**src/rtl/core/rfbhd_pkg.sv**
```systemverilog
package rfbhd_pkg;

  localparam int TABLE_DEPTH_DEF = 8;

  localparam logic [15:0] BANNER_LEN  = 16'd12;
  localparam logic [31:0] SEQ_STEP    = 32'd12;
  localparam logic [9:0]  MAJOR_MAX   = 10'd49;
  localparam logic [9:0]  MINOR_LIMIT = 10'd200;

  localparam logic [7:0] CH_SPACE = 8'h20;
  localparam logic [7:0] CH_TAB   = 8'h09;
  localparam logic [7:0] CH_CR    = 8'h0D;
  localparam logic [7:0] CH_LF    = 8'h0A;
  localparam logic [7:0] CH_DOT   = 8'h2E;
  localparam logic [7:0] CH_PLUS  = 8'h2B;
  localparam logic [7:0] CH_MINUS = 8'h2D;
  localparam logic [7:0] CH_ZERO  = 8'h30;
  localparam logic [7:0] CH_NINE  = 8'h39;
  localparam logic [7:0] CH_R     = 8'h72;
  localparam logic [7:0] CH_F     = 8'h66;
  localparam logic [7:0] CH_B     = 8'h62;
  localparam logic [7:0] CASE_BIT = 8'h20;

  typedef enum logic [2:0] {
    ST_NOT_BANNER      = 3'd0,
    ST_DECIDED_ALREADY = 3'd1,
    ST_RETRANS         = 3'd2,
    ST_STORED          = 3'd3,
    ST_FULL            = 3'd4,
    ST_DECIDED         = 3'd5
  } rfbhd_status_t;

  typedef enum logic [1:0] {
    DIR_NONE    = 2'd0,
    DIR_CLIENT  = 2'd1,
    DIR_SWAPPED = 2'd2
  } rfbhd_dir_t;

  typedef enum logic [2:0] {
    S_IDLE,
    S_CHECK,
    S_SCAN,
    S_FINISH,
    S_EMIT
  } rfbhd_state_t;

  typedef enum logic [1:0] {
    NUM_SKIP,
    NUM_DIGITS,
    NUM_STOP
  } rfbhd_numph_t;

  typedef struct packed {
    logic [31:0] source_ip;
    logic [15:0] payload_length;
    logic [63:0] payload_head;
    logic [31:0] payload_tail;
    logic [31:0] sequence_req;
    logic [31:0] ack_number;
  } rfbhd_in_t;

  typedef struct packed {
    rfbhd_status_t status;
    rfbhd_dir_t    direction;
  } rfbhd_out_t;

  typedef struct packed {
    logic load;
    logic step;
    logic finish;
  } rfbhd_cmd_t;

  typedef struct packed {
    logic skip_scan;
    logic scan_done;
  } rfbhd_sts_t;

  typedef struct packed {
    logic       neg;
    logic [9:0] val;
  } rfbhd_num_t;

  function automatic logic is_ws(input logic [7:0] c);
    return c == CH_SPACE || (c >= CH_TAB && c <= CH_CR);
  endfunction

  // atoi over three bytes; the byte after them never extends the number
  function automatic rfbhd_num_t atoi3(input logic [7:0] b0, input logic [7:0] b1,
                                       input logic [7:0] b2);
    logic [7:0]   c [3];
    rfbhd_numph_t ph;
    rfbhd_num_t   r;
    logic         dig;
    c[0] = b0;
    c[1] = b1;
    c[2] = b2;
    ph   = NUM_SKIP;
    r    = '0;
    for (int i = 0; i < 3; i++) begin
      dig = c[i] >= CH_ZERO && c[i] <= CH_NINE;
      case (ph)
        NUM_SKIP: begin
          if (is_ws(c[i])) begin
            ph = NUM_SKIP;
          end else if (c[i] == CH_PLUS || c[i] == CH_MINUS) begin
            r.neg = (c[i] == CH_MINUS);
            ph    = NUM_DIGITS;
          end else if (dig) begin
            r.val = {6'd0, c[i][3:0]};
            ph    = NUM_DIGITS;
          end else begin
            ph = NUM_STOP;
          end
        end
        NUM_DIGITS: begin
          if (dig) begin
            r.val = 10'(r.val * 10'd10 + {6'd0, c[i][3:0]});
          end else begin
            ph = NUM_STOP;
          end
        end
        default: ;
      endcase
    end
    return r;
  endfunction

  function automatic logic is_banner(input logic [15:0] len, input logic [63:0] head,
                                     input logic [31:0] tail);
    logic [7:0] b [12];
    rfbhd_num_t mj;
    rfbhd_num_t mn;
    logic       shape;
    for (int i = 0; i < 8; i++) b[i] = head[63-8*i -: 8];
    for (int i = 0; i < 4; i++) b[8+i] = tail[31-8*i -: 8];
    shape = len == BANNER_LEN && b[11] == CH_LF && b[7] == CH_DOT && b[3] == CH_SPACE &&
            (b[0] | CASE_BIT) == CH_R && (b[1] | CASE_BIT) == CH_F &&
            (b[2] | CASE_BIT) == CH_B;
    mj = atoi3(b[4], b[5], b[6]);
    mn = atoi3(b[8], b[9], b[10]);
    return shape && !mj.neg && mj.val != 10'd0 && mj.val <= MAJOR_MAX &&
           (mn.neg ? (mn.val == 10'd0) : (mn.val < MINOR_LIMIT));
  endfunction

endpackage

```
**src/rtl/core/rfbhd_ram.sv**
```systemverilog
module rfbhd_ram #(
  parameter int WIDTH = 32,
  parameter int DEPTH = 8
) (
  clk,
  we,
  waddr,
  wdata,
  raddr,
  rdata
);
  localparam int AW = (DEPTH > 1) ? $clog2(DEPTH) : 1;

  input  logic             clk;
  input  logic             we;
  input  logic [AW-1:0]    waddr;
  input  logic [WIDTH-1:0] wdata;
  input  logic [AW-1:0]    raddr;
  output logic [WIDTH-1:0] rdata;

  logic [WIDTH-1:0] mem [DEPTH];
  logic [WIDTH-1:0] rdata_r;

  always_ff @(posedge clk) begin
    if (we) begin
      mem[waddr] <= wdata;
    end
    rdata_r <= mem[raddr];
  end

  assign rdata = rdata_r;

endmodule

```
**src/rtl/core/rfbhd_ctrl.sv**
```systemverilog
module rfbhd_ctrl (
  input  logic                clk,
  input  logic                rst_n,
  input  logic                start,
  output logic                busy,
  output logic                out_valid,
  output rfbhd_pkg::rfbhd_cmd_t cmd,
  input  rfbhd_pkg::rfbhd_sts_t sts
);
  import rfbhd_pkg::*;

  rfbhd_state_t state_r;
  rfbhd_state_t state_nxt;

  always_ff @(posedge clk) begin
    if (!rst_n) begin
      state_r <= S_IDLE;
    end else begin
      state_r <= state_nxt;
    end
  end

  always_comb begin
    state_nxt = state_r;
    cmd       = '0;
    busy      = 1'b1;
    out_valid = 1'b0;
    unique case (state_r)
      S_IDLE: begin
        busy = 1'b0;
        if (start) begin
          cmd.load  = 1'b1;
          state_nxt = S_CHECK;
        end
      end
      S_CHECK: begin
        state_nxt = sts.skip_scan ? S_FINISH : S_SCAN;
      end
      S_SCAN: begin
        // last compare lands on the same edge that leaves this state
        cmd.step = 1'b1;
        if (sts.scan_done) begin
          state_nxt = S_FINISH;
        end
      end
      S_FINISH: begin
        cmd.finish = 1'b1;
        state_nxt  = S_EMIT;
      end
      S_EMIT: begin
        out_valid = 1'b1;
        state_nxt = S_IDLE;
      end
      default: state_nxt = S_IDLE;
    endcase
  end

endmodule

```
**src/rtl/core/rfbhd_dp.sv**
```systemverilog
module rfbhd_dp #(
  parameter int TABLE_DEPTH = rfbhd_pkg::TABLE_DEPTH_DEF
) (
  input  logic                  clk,
  input  logic                  rst_n,
  input  rfbhd_pkg::rfbhd_cmd_t cmd,
  output rfbhd_pkg::rfbhd_sts_t sts,
  input  rfbhd_pkg::rfbhd_in_t  in_data,
  input  logic                  cfg_we,
  input  logic [31:0]           cfg_data,
  output rfbhd_pkg::rfbhd_out_t out_data
);
  import rfbhd_pkg::*;

  localparam int CW = $clog2(TABLE_DEPTH + 1);
  localparam int AW = (TABLE_DEPTH > 1) ? $clog2(TABLE_DEPTH) : 1;

  rfbhd_in_t   item_r, item_nxt;
  rfbhd_out_t  res_r, res_nxt;
  logic [31:0] client_ip_r, client_ip_nxt;
  logic [CW-1:0] client_cnt_r, client_cnt_nxt;
  logic [CW-1:0] server_cnt_r, server_cnt_nxt;
  logic        decided_r, decided_nxt;
  rfbhd_dir_t  dec_dir_r, dec_dir_nxt;
  logic [CW-1:0] idx_r, idx_nxt;
  logic [CW-1:0] cmp_idx_r, cmp_idx_nxt;
  logic        cmp_vld_r, cmp_vld_nxt;
  logic        own_hit_r, own_hit_nxt;
  rfbhd_dir_t  dir_hit_r, dir_hit_nxt;

  logic        own_client;
  logic [CW-1:0] own_cnt, other_cnt, limit;
  logic        banner;
  logic [31:0] client_rd, server_rd, own_rd, other_rd, other_p12;
  rfbhd_dir_t  on_eq, on_p12;
  logic        client_we, server_we;

  assign own_client = (item_r.source_ip == client_ip_r);
  assign own_cnt    = own_client ? client_cnt_r : server_cnt_r;
  assign other_cnt  = own_client ? server_cnt_r : client_cnt_r;
  assign limit      = (own_cnt > other_cnt) ? own_cnt : other_cnt;
  assign banner     = is_banner(item_r.payload_length, item_r.payload_head,
                                item_r.payload_tail);
  assign own_rd     = own_client ? client_rd : server_rd;
  assign other_rd   = own_client ? server_rd : client_rd;
  assign other_p12  = other_rd + SEQ_STEP;
  assign on_eq      = own_client ? DIR_SWAPPED : DIR_CLIENT;
  assign on_p12     = own_client ? DIR_CLIENT : DIR_SWAPPED;

  assign sts.skip_scan = decided_r | ~banner;
  assign sts.scan_done = (idx_r >= limit);
  assign out_data      = res_r;

  rfbhd_ram #(.WIDTH(32), .DEPTH(TABLE_DEPTH)) u_client_tab (
    .clk   (clk),
    .we    (client_we),
    .waddr (own_cnt[AW-1:0]),
    .wdata (item_r.sequence_req),
    .raddr (idx_r[AW-1:0]),
    .rdata (client_rd)
  );

  rfbhd_ram #(.WIDTH(32), .DEPTH(TABLE_DEPTH)) u_server_tab (
    .clk   (clk),
    .we    (server_we),
    .waddr (own_cnt[AW-1:0]),
    .wdata (item_r.sequence_req),
    .raddr (idx_r[AW-1:0]),
    .rdata (server_rd)
  );

  always_comb begin
    item_nxt       = item_r;
    res_nxt        = res_r;
    client_ip_nxt  = client_ip_r;
    client_cnt_nxt = client_cnt_r;
    server_cnt_nxt = server_cnt_r;
    decided_nxt    = decided_r;
    dec_dir_nxt    = dec_dir_r;
    idx_nxt        = idx_r;
    cmp_idx_nxt    = cmp_idx_r;
    cmp_vld_nxt    = 1'b0;
    own_hit_nxt    = own_hit_r;
    dir_hit_nxt    = dir_hit_r;
    client_we      = 1'b0;
    server_we      = 1'b0;

    if (cfg_we) begin
      client_ip_nxt = cfg_data;
    end

    if (cmd.load) begin
      item_nxt    = in_data;
      idx_nxt     = '0;
      own_hit_nxt = 1'b0;
      dir_hit_nxt = DIR_NONE;
    end

    // both tables are read at the same index; own and other scans run together
    if (cmd.step && idx_r < limit) begin
      cmp_vld_nxt = 1'b1;
      cmp_idx_nxt = idx_r;
      idx_nxt     = idx_r + CW'(1);
    end

    if (cmp_vld_r) begin
      if (cmp_idx_r < own_cnt && own_rd == item_r.sequence_req) begin
        own_hit_nxt = 1'b1;
      end
      // keep the first matching entry of the other side
      if (dir_hit_r == DIR_NONE && cmp_idx_r < other_cnt) begin
        if (other_rd == item_r.ack_number) begin
          dir_hit_nxt = on_eq;
        end else if (other_p12 == item_r.ack_number) begin
          dir_hit_nxt = on_p12;
        end
      end
    end

    if (cmd.finish) begin
      res_nxt.direction = DIR_NONE;
      if (decided_r) begin
        res_nxt.status    = ST_DECIDED_ALREADY;
        res_nxt.direction = dec_dir_r;
      end else if (!banner) begin
        res_nxt.status = ST_NOT_BANNER;
      end else if (own_hit_r) begin
        res_nxt.status = ST_RETRANS;
      end else if (dir_hit_r != DIR_NONE) begin
        res_nxt.status    = ST_DECIDED;
        res_nxt.direction = dir_hit_r;
        decided_nxt       = 1'b1;
        dec_dir_nxt       = dir_hit_r;
        client_cnt_nxt    = '0;
        server_cnt_nxt    = '0;
      end else if (own_cnt >= CW'(TABLE_DEPTH)) begin
        res_nxt.status = ST_FULL;
      end else begin
        res_nxt.status = ST_STORED;
        if (own_client) begin
          client_we      = 1'b1;
          client_cnt_nxt = client_cnt_r + CW'(1);
        end else begin
          server_we      = 1'b1;
          server_cnt_nxt = server_cnt_r + CW'(1);
        end
      end
    end
  end

  always_ff @(posedge clk) begin
    if (!rst_n) begin
      client_ip_r  <= '0;
      client_cnt_r <= '0;
      server_cnt_r <= '0;
      decided_r    <= 1'b0;
      dec_dir_r    <= DIR_NONE;
      idx_r        <= '0;
      cmp_idx_r    <= '0;
      cmp_vld_r    <= 1'b0;
      own_hit_r    <= 1'b0;
      dir_hit_r    <= DIR_NONE;
    end else begin
      client_ip_r  <= client_ip_nxt;
      client_cnt_r <= client_cnt_nxt;
      server_cnt_r <= server_cnt_nxt;
      decided_r    <= decided_nxt;
      dec_dir_r    <= dec_dir_nxt;
      idx_r        <= idx_nxt;
      cmp_idx_r    <= cmp_idx_nxt;
      cmp_vld_r    <= cmp_vld_nxt;
      own_hit_r    <= own_hit_nxt;
      dir_hit_r    <= dir_hit_nxt;
    end
  end

  always_ff @(posedge clk) begin
    item_r <= item_nxt;
    res_r  <= res_nxt;
  end

endmodule

```
**src/rtl/core/rfb_handshake_direction_detect.sv**
```systemverilog
// RFB session direction detector.
// Input channel: present one TCP packet summary on in_data and raise start;
// the item is taken at a clock edge where start is high and busy is low.
// Result channel: out_valid strobes for one cycle with out_data (status and
// direction); the receiver cannot stall, so the result must be taken then.
// Config channel: cfg_data carries client_ip; it is written on an edge with
// cfg_valid and cfg_ready high. cfg_ready is high while the block is idle.
// Flow: a packet that is not a banner, or any packet once the direction
// is decided, passes from the check state straight to finish and emit. A banner scans
// both sequence tables in lockstep, one entry a cycle through the registered
// table read port, up to the larger of the two table fill counts (at most
// TABLE_DEPTH), before finish and emit.
// One item at a time: the next start is taken at the end of the cycle after
// the strobe, when the block is idle again.
// Reset (rst_n low, synchronous) clears client_ip, both fill counts and the
// decided flag; table contents are left as they are and only entries below
// the fill count are ever used in a compare.
module rfb_handshake_direction_detect #(
  parameter int TABLE_DEPTH = rfbhd_pkg::TABLE_DEPTH_DEF
) (
  input  logic                  clk,
  input  logic                  rst_n,
  input  logic                  start,
  output logic                  busy,
  input  rfbhd_pkg::rfbhd_in_t  in_data,
  output logic                  out_valid,
  output rfbhd_pkg::rfbhd_out_t out_data,
  input  logic                  cfg_valid,
  output logic                  cfg_ready,
  input  logic [31:0]           cfg_data
);
  import rfbhd_pkg::*;

  rfbhd_cmd_t cmd;
  rfbhd_sts_t sts;
  logic       cfg_we;

  assign cfg_ready = ~busy;
  assign cfg_we    = cfg_valid & cfg_ready;

  rfbhd_ctrl u_ctrl (
    .clk       (clk),
    .rst_n     (rst_n),
    .start     (start),
    .busy      (busy),
    .out_valid (out_valid),
    .cmd       (cmd),
    .sts       (sts)
  );

  rfbhd_dp #(.TABLE_DEPTH(TABLE_DEPTH)) u_dp (
    .clk      (clk),
    .rst_n    (rst_n),
    .cmd      (cmd),
    .sts      (sts),
    .in_data  (in_data),
    .cfg_we   (cfg_we),
    .cfg_data (cfg_data),
    .out_data (out_data)
  );

endmodule

```
**config.mk**
```make
export PLATFORM = sky130hd
export DESIGN_NAME = rfb_handshake_direction_detect
export DESIGN_NICKNAME = d
export VERILOG_FILES = /design/src/rtl/core/rfbhd_pkg.sv /design/src/rtl/core/rfbhd_ram.sv /design/src/rtl/core/rfbhd_ctrl.sv /design/src/rtl/core/rfbhd_dp.sv /design/src/rtl/core/rfb_handshake_direction_detect.sv
export SDC_FILE = /design/constraint.sdc
export NUM_CORES = 1
export LEC_CHECK = 0
export BUFFER_PORTS_ARGS = -buffer_cell sky130_fd_sc_hd__clkbuf_2
export CAP_MARGIN = 15
export CORE_MARGIN = 5
export CORE_UTILIZATION = 50
export CTS_CLUSTER_SIZE = 8
export DETAILED_ROUTE_END_ITERATION = 10
export PLACE_DENSITY = 0.71
export SYNTH_ARGS = -nofsm -noshare
export SYNTH_HDL_FRONTEND = slang
export SYNTH_SLANG_ARGS = --single-unit
```
**constraint.sdc**
```tcl
create_clock -name clk -period 20.2 [get_ports clk]
set_clock_uncertainty 0.1 [all_clocks]
set_input_delay 2.02 -clock clk [delete_from_list [all_inputs] [get_ports clk]]
set_output_delay 2.02 -clock clk [all_outputs]
set_load 0.02 [all_outputs]
```
==> qor.txt <==
First-pass GRT wire length -> 137,800 um
Final hold vios -> 0
CTS tree -> yes
Skew-Pair Late Insertion Delay -> 0.67 ns
Main flop type after synthesis -> edfxtp_1
Vias in the first global route -> 23,430
GRT Residual Overflow -> 0
Root Buffer -> clkbuf_16
Cts bufs inserted -> 115
Unrepaired setup endpoints after global routing -> no
Crit path max fanout -> 32
Syn Std Cell Area -> 36,800 um2
Most used cell, CP -> ha_1
Syn Area/Cell -> 15.19 um2
Layout cells sized above 1 -> 23.17%
Max H-tree Level -> 3
Final core occ -> 58.37%
Critical path type -> flip-flop to flip-flop
CP bufs+invs -> 3
Minimum clock period -> 7.834 ns
Register area -> 24,130 um2
Crit end category -> flip-flop
Seq cells post-synth -> 844
Initial core utilization -> 50.43%
Die area -> 79,120 um2
Area of the core -> 72,960 um2
P&R area growth vs syn -> 15.74%
Outcome -> complete, no violations
# fillers -> 5,514
Max Clk Rate -> 127.6 MHz
Wirelength per Cell -> 24.13 um
Die width -> 281.3 um
CTS clk-pin slew, worst paths -> 0.05 ns
Post-CTS Resized -> 0
CTS Hold Buffers Added -> 0
Worst slew pin tran -> 1.152 ns
Initial DRC Count -> 2,025
Crit path largest cell delay -> 0.67 ns
Largest cells by area after synthesis -> edfxtp_1 59%, mux4_2 7.9%, dfxtp_1 6.6%
Ys async rst share -> 0%
Multi-input logic area -> 12,150 um2
Dominant cell type by area after synthesis -> edfxtp_1
Post CTS Setup Buffer Count -> 0
Critical Path Start Type -> flip-flop
Final clock period utilization by the worst path -> 38.78%
Initial antenna violation count -> 1
Drt pass-1 iters -> 5
Gate Count Post-Synth -> 2,422
Max_cap viols -> 0
Post-synth EDFFs -> 722
Hpwl dp -> 57,450 um
Ant. Diodes -> 0
Top Family by Delay on Critical Path -> simple AND/OR/NAND/NOR gates
Maximum VDD drop -> 0.1040 mV
Arrival @ worst endpoint -> 8.00 ns
Gr usage total -> 22.62%
Number of distinct library cells after synthesis -> 93
CP required -> 20.37 ns
Yosys warnings -> 0
CP cell instances -> o21ai_0 > nand3_1 > inv_1 > ha_1 > ha_1 > inv_1 > fa_1 > nand2b_1 > or3b_2 > a21o_1 > a21oi_1 > ha_1 > ha_1 > a21oi_1 > xor2_1 > nor4_1 > xnor3_1 > xnor2_1 > nor3_1 > or3_1 > a211o_1 > nor4_2 > buf_4
Die Ht -> 281.3 um
Hold crit path type -> flip-flop to flip-flop
Via density -> 6.036
Final antenna-violating net count -> 0
Pwr Density -> 102.3 nW/um2
Vias post-DR -> 22,800
Rows -> 99
Total wire length -> 91,120 um
Post-synth top area share -> 58.92%
Leakage Power -> 0.01462 uW
Endpoints failing setup -> 0
Clk buf depth -> 3
Final TNS setup -> 0 ns
Post-synthesis sequential area ratio -> 65.56%
Worst path slowest cell -> a211o_1
Largest net degree at the start of global routing -> 111
Max-slew violations -> 0
I/O pin cnt -> 252
IO Port Bufs -> 248
Nets@finish -> 3,026
Max-slew headroom -> 23.23%
Routability cong. -> 0.9158
# DRC -> 0
Syn_nets -> 2,730
Sinks on Clock Net -> 844
==> per-layer routing <==
metal	global-route usage [%]	vias up	routed length [um]
met2	37.61	903	44560
li1	-	10180	-
met1	30.50	11520	36920
met3	3.547	196	6393
met5	0	-	0
met4	8.496	0	3243
==> cell usage after synthesis, types with 53 or more instances <==
master      n
nand2_1   146
edfxtp_1  722
xor2_1     67
nor3_1     53
nor2_1     82
mux2_2     74
ha_1       56
dfxtp_1   122
xnor2_1    85
a21oi_1   104
clkbuf_1   62
mux4_2    129
nand3_1    60
nor4_1     59
inv_1      55
==> sequential cells by signal, indices dropped and copies added, names as in the netlist, 5 cells and up <==
register and cells:
u_dp.client_ip_r 32, u_dp.u_client_tab.mem 256, u_dp.item_r 205, u_dp.out_data 5, u_dp.u_server_tab.rdata 32, u_dp.u_client_tab.rdata 32, u_dp.u_server_tab.mem 256
==> power by group <==
part           leakage (uW)  switching (uW)  internal, uW
combinational       0.00543             215           117
sequential          0.00759             142          2100
clock               0.00160             699          1080
total                0.0146            1060          3300
==> layout make-up <==
| cell class | count | share of cell area (%) |
|---|---|---|
| clock buffers | 212 | 7.712 |
| clock inverters | 5 | 0.2233 |
| inverters | 55 | 0.5024 |
| multi-input cells | 1420 | 28.52 |
| flip-flops and latches | 844 | 56.67 |
| well taps | 959 | 2.817 |
| repair buffers | 282 | 3.561 |
==> per-stage QoR <==
step	instances	total power [uW]	setup slack, ns	instance area (um2)	hold WS (ns)
floorplan	2422	2462	11.02	36800	0.3294
global placement	3559	2581	12.61	39180	0.3344
detailed placement	3559	2603	12.42	39180	0.3530
CTS	3776	4394	12.38	42560	0.3595
global route	3777	4529	11.86	42590	0.3780
finish	3777	4358	12.37	42590	0.3539
==> cell usage in the layout, fill, tap and decap left out, drive strengths merged, types with 13 or more instances in the layout <==
cell type | Yosys | layout
nor3 | 53 | 53
inv | 55 | 58
nor4 | 59 | 59
nor2 | 82 | 82
dfxtp | 122 | 122
o21ai | 52 | 52
nand3 | 60 | 60
mux2i | 52 | 52
xor2 | 67 | 67
ha | 56 | 56
nor4b | 13 | 13
o211ai | 15 | 15
and3 | 25 | 25
a21oi | 104 | 104
nand2 | 146 | 146
mux2 | 74 | 74
and2 | 19 | 19
a21o | 18 | 18
buf | 38 | 34
edfxtp | 722 | 722
xnor2 | 85 | 85
o22ai | 13 | 13
nor2b | 30 | 30
mux4 | 129 | 129
nand4 | 46 | 46
clkbuf | 64 | 460
==> worst min-delay path, cell delays in order (launching register included) <==
cell       delay [ns]
dfxtp_1          0.31
nand2_1          0.05
o2bb2ai_1        0.05
==> logic make-up (layout without fill, tap and decap cells) <==
logic type / Yosys count / after routing / synth area share, %
flops: 844 / 844 / 65.56
simple gates: 625 / 625 / 9.167
compound gates: 321 / 321 / 5.876
mux: 255 / 255 / 11.57
buf+inv: 158 / 554 / 1.751
xor+xnor: 153 / 153 / 3.679
fa+ha+maj: 66 / 66 / 2.394
==> path summary, 6_finish.rpt <==
path                                   to  slack (ns)         startpoint  cells after the start
min reg2reg             u_dp.dec_dir_r[0]        0.35  u_dp.dec_dir_r[0]                      2
max reg2reg  u_dp.u_client_tab.mem[4][18]       12.37   u_dp.item_r[121]                     23
min                     u_dp.dec_dir_r[0]        0.35  u_dp.dec_dir_r[0]                      2
max          u_dp.u_client_tab.mem[4][18]       12.37   u_dp.item_r[121]                     23
Note: power is estimated with default switching activity, not from simulation.
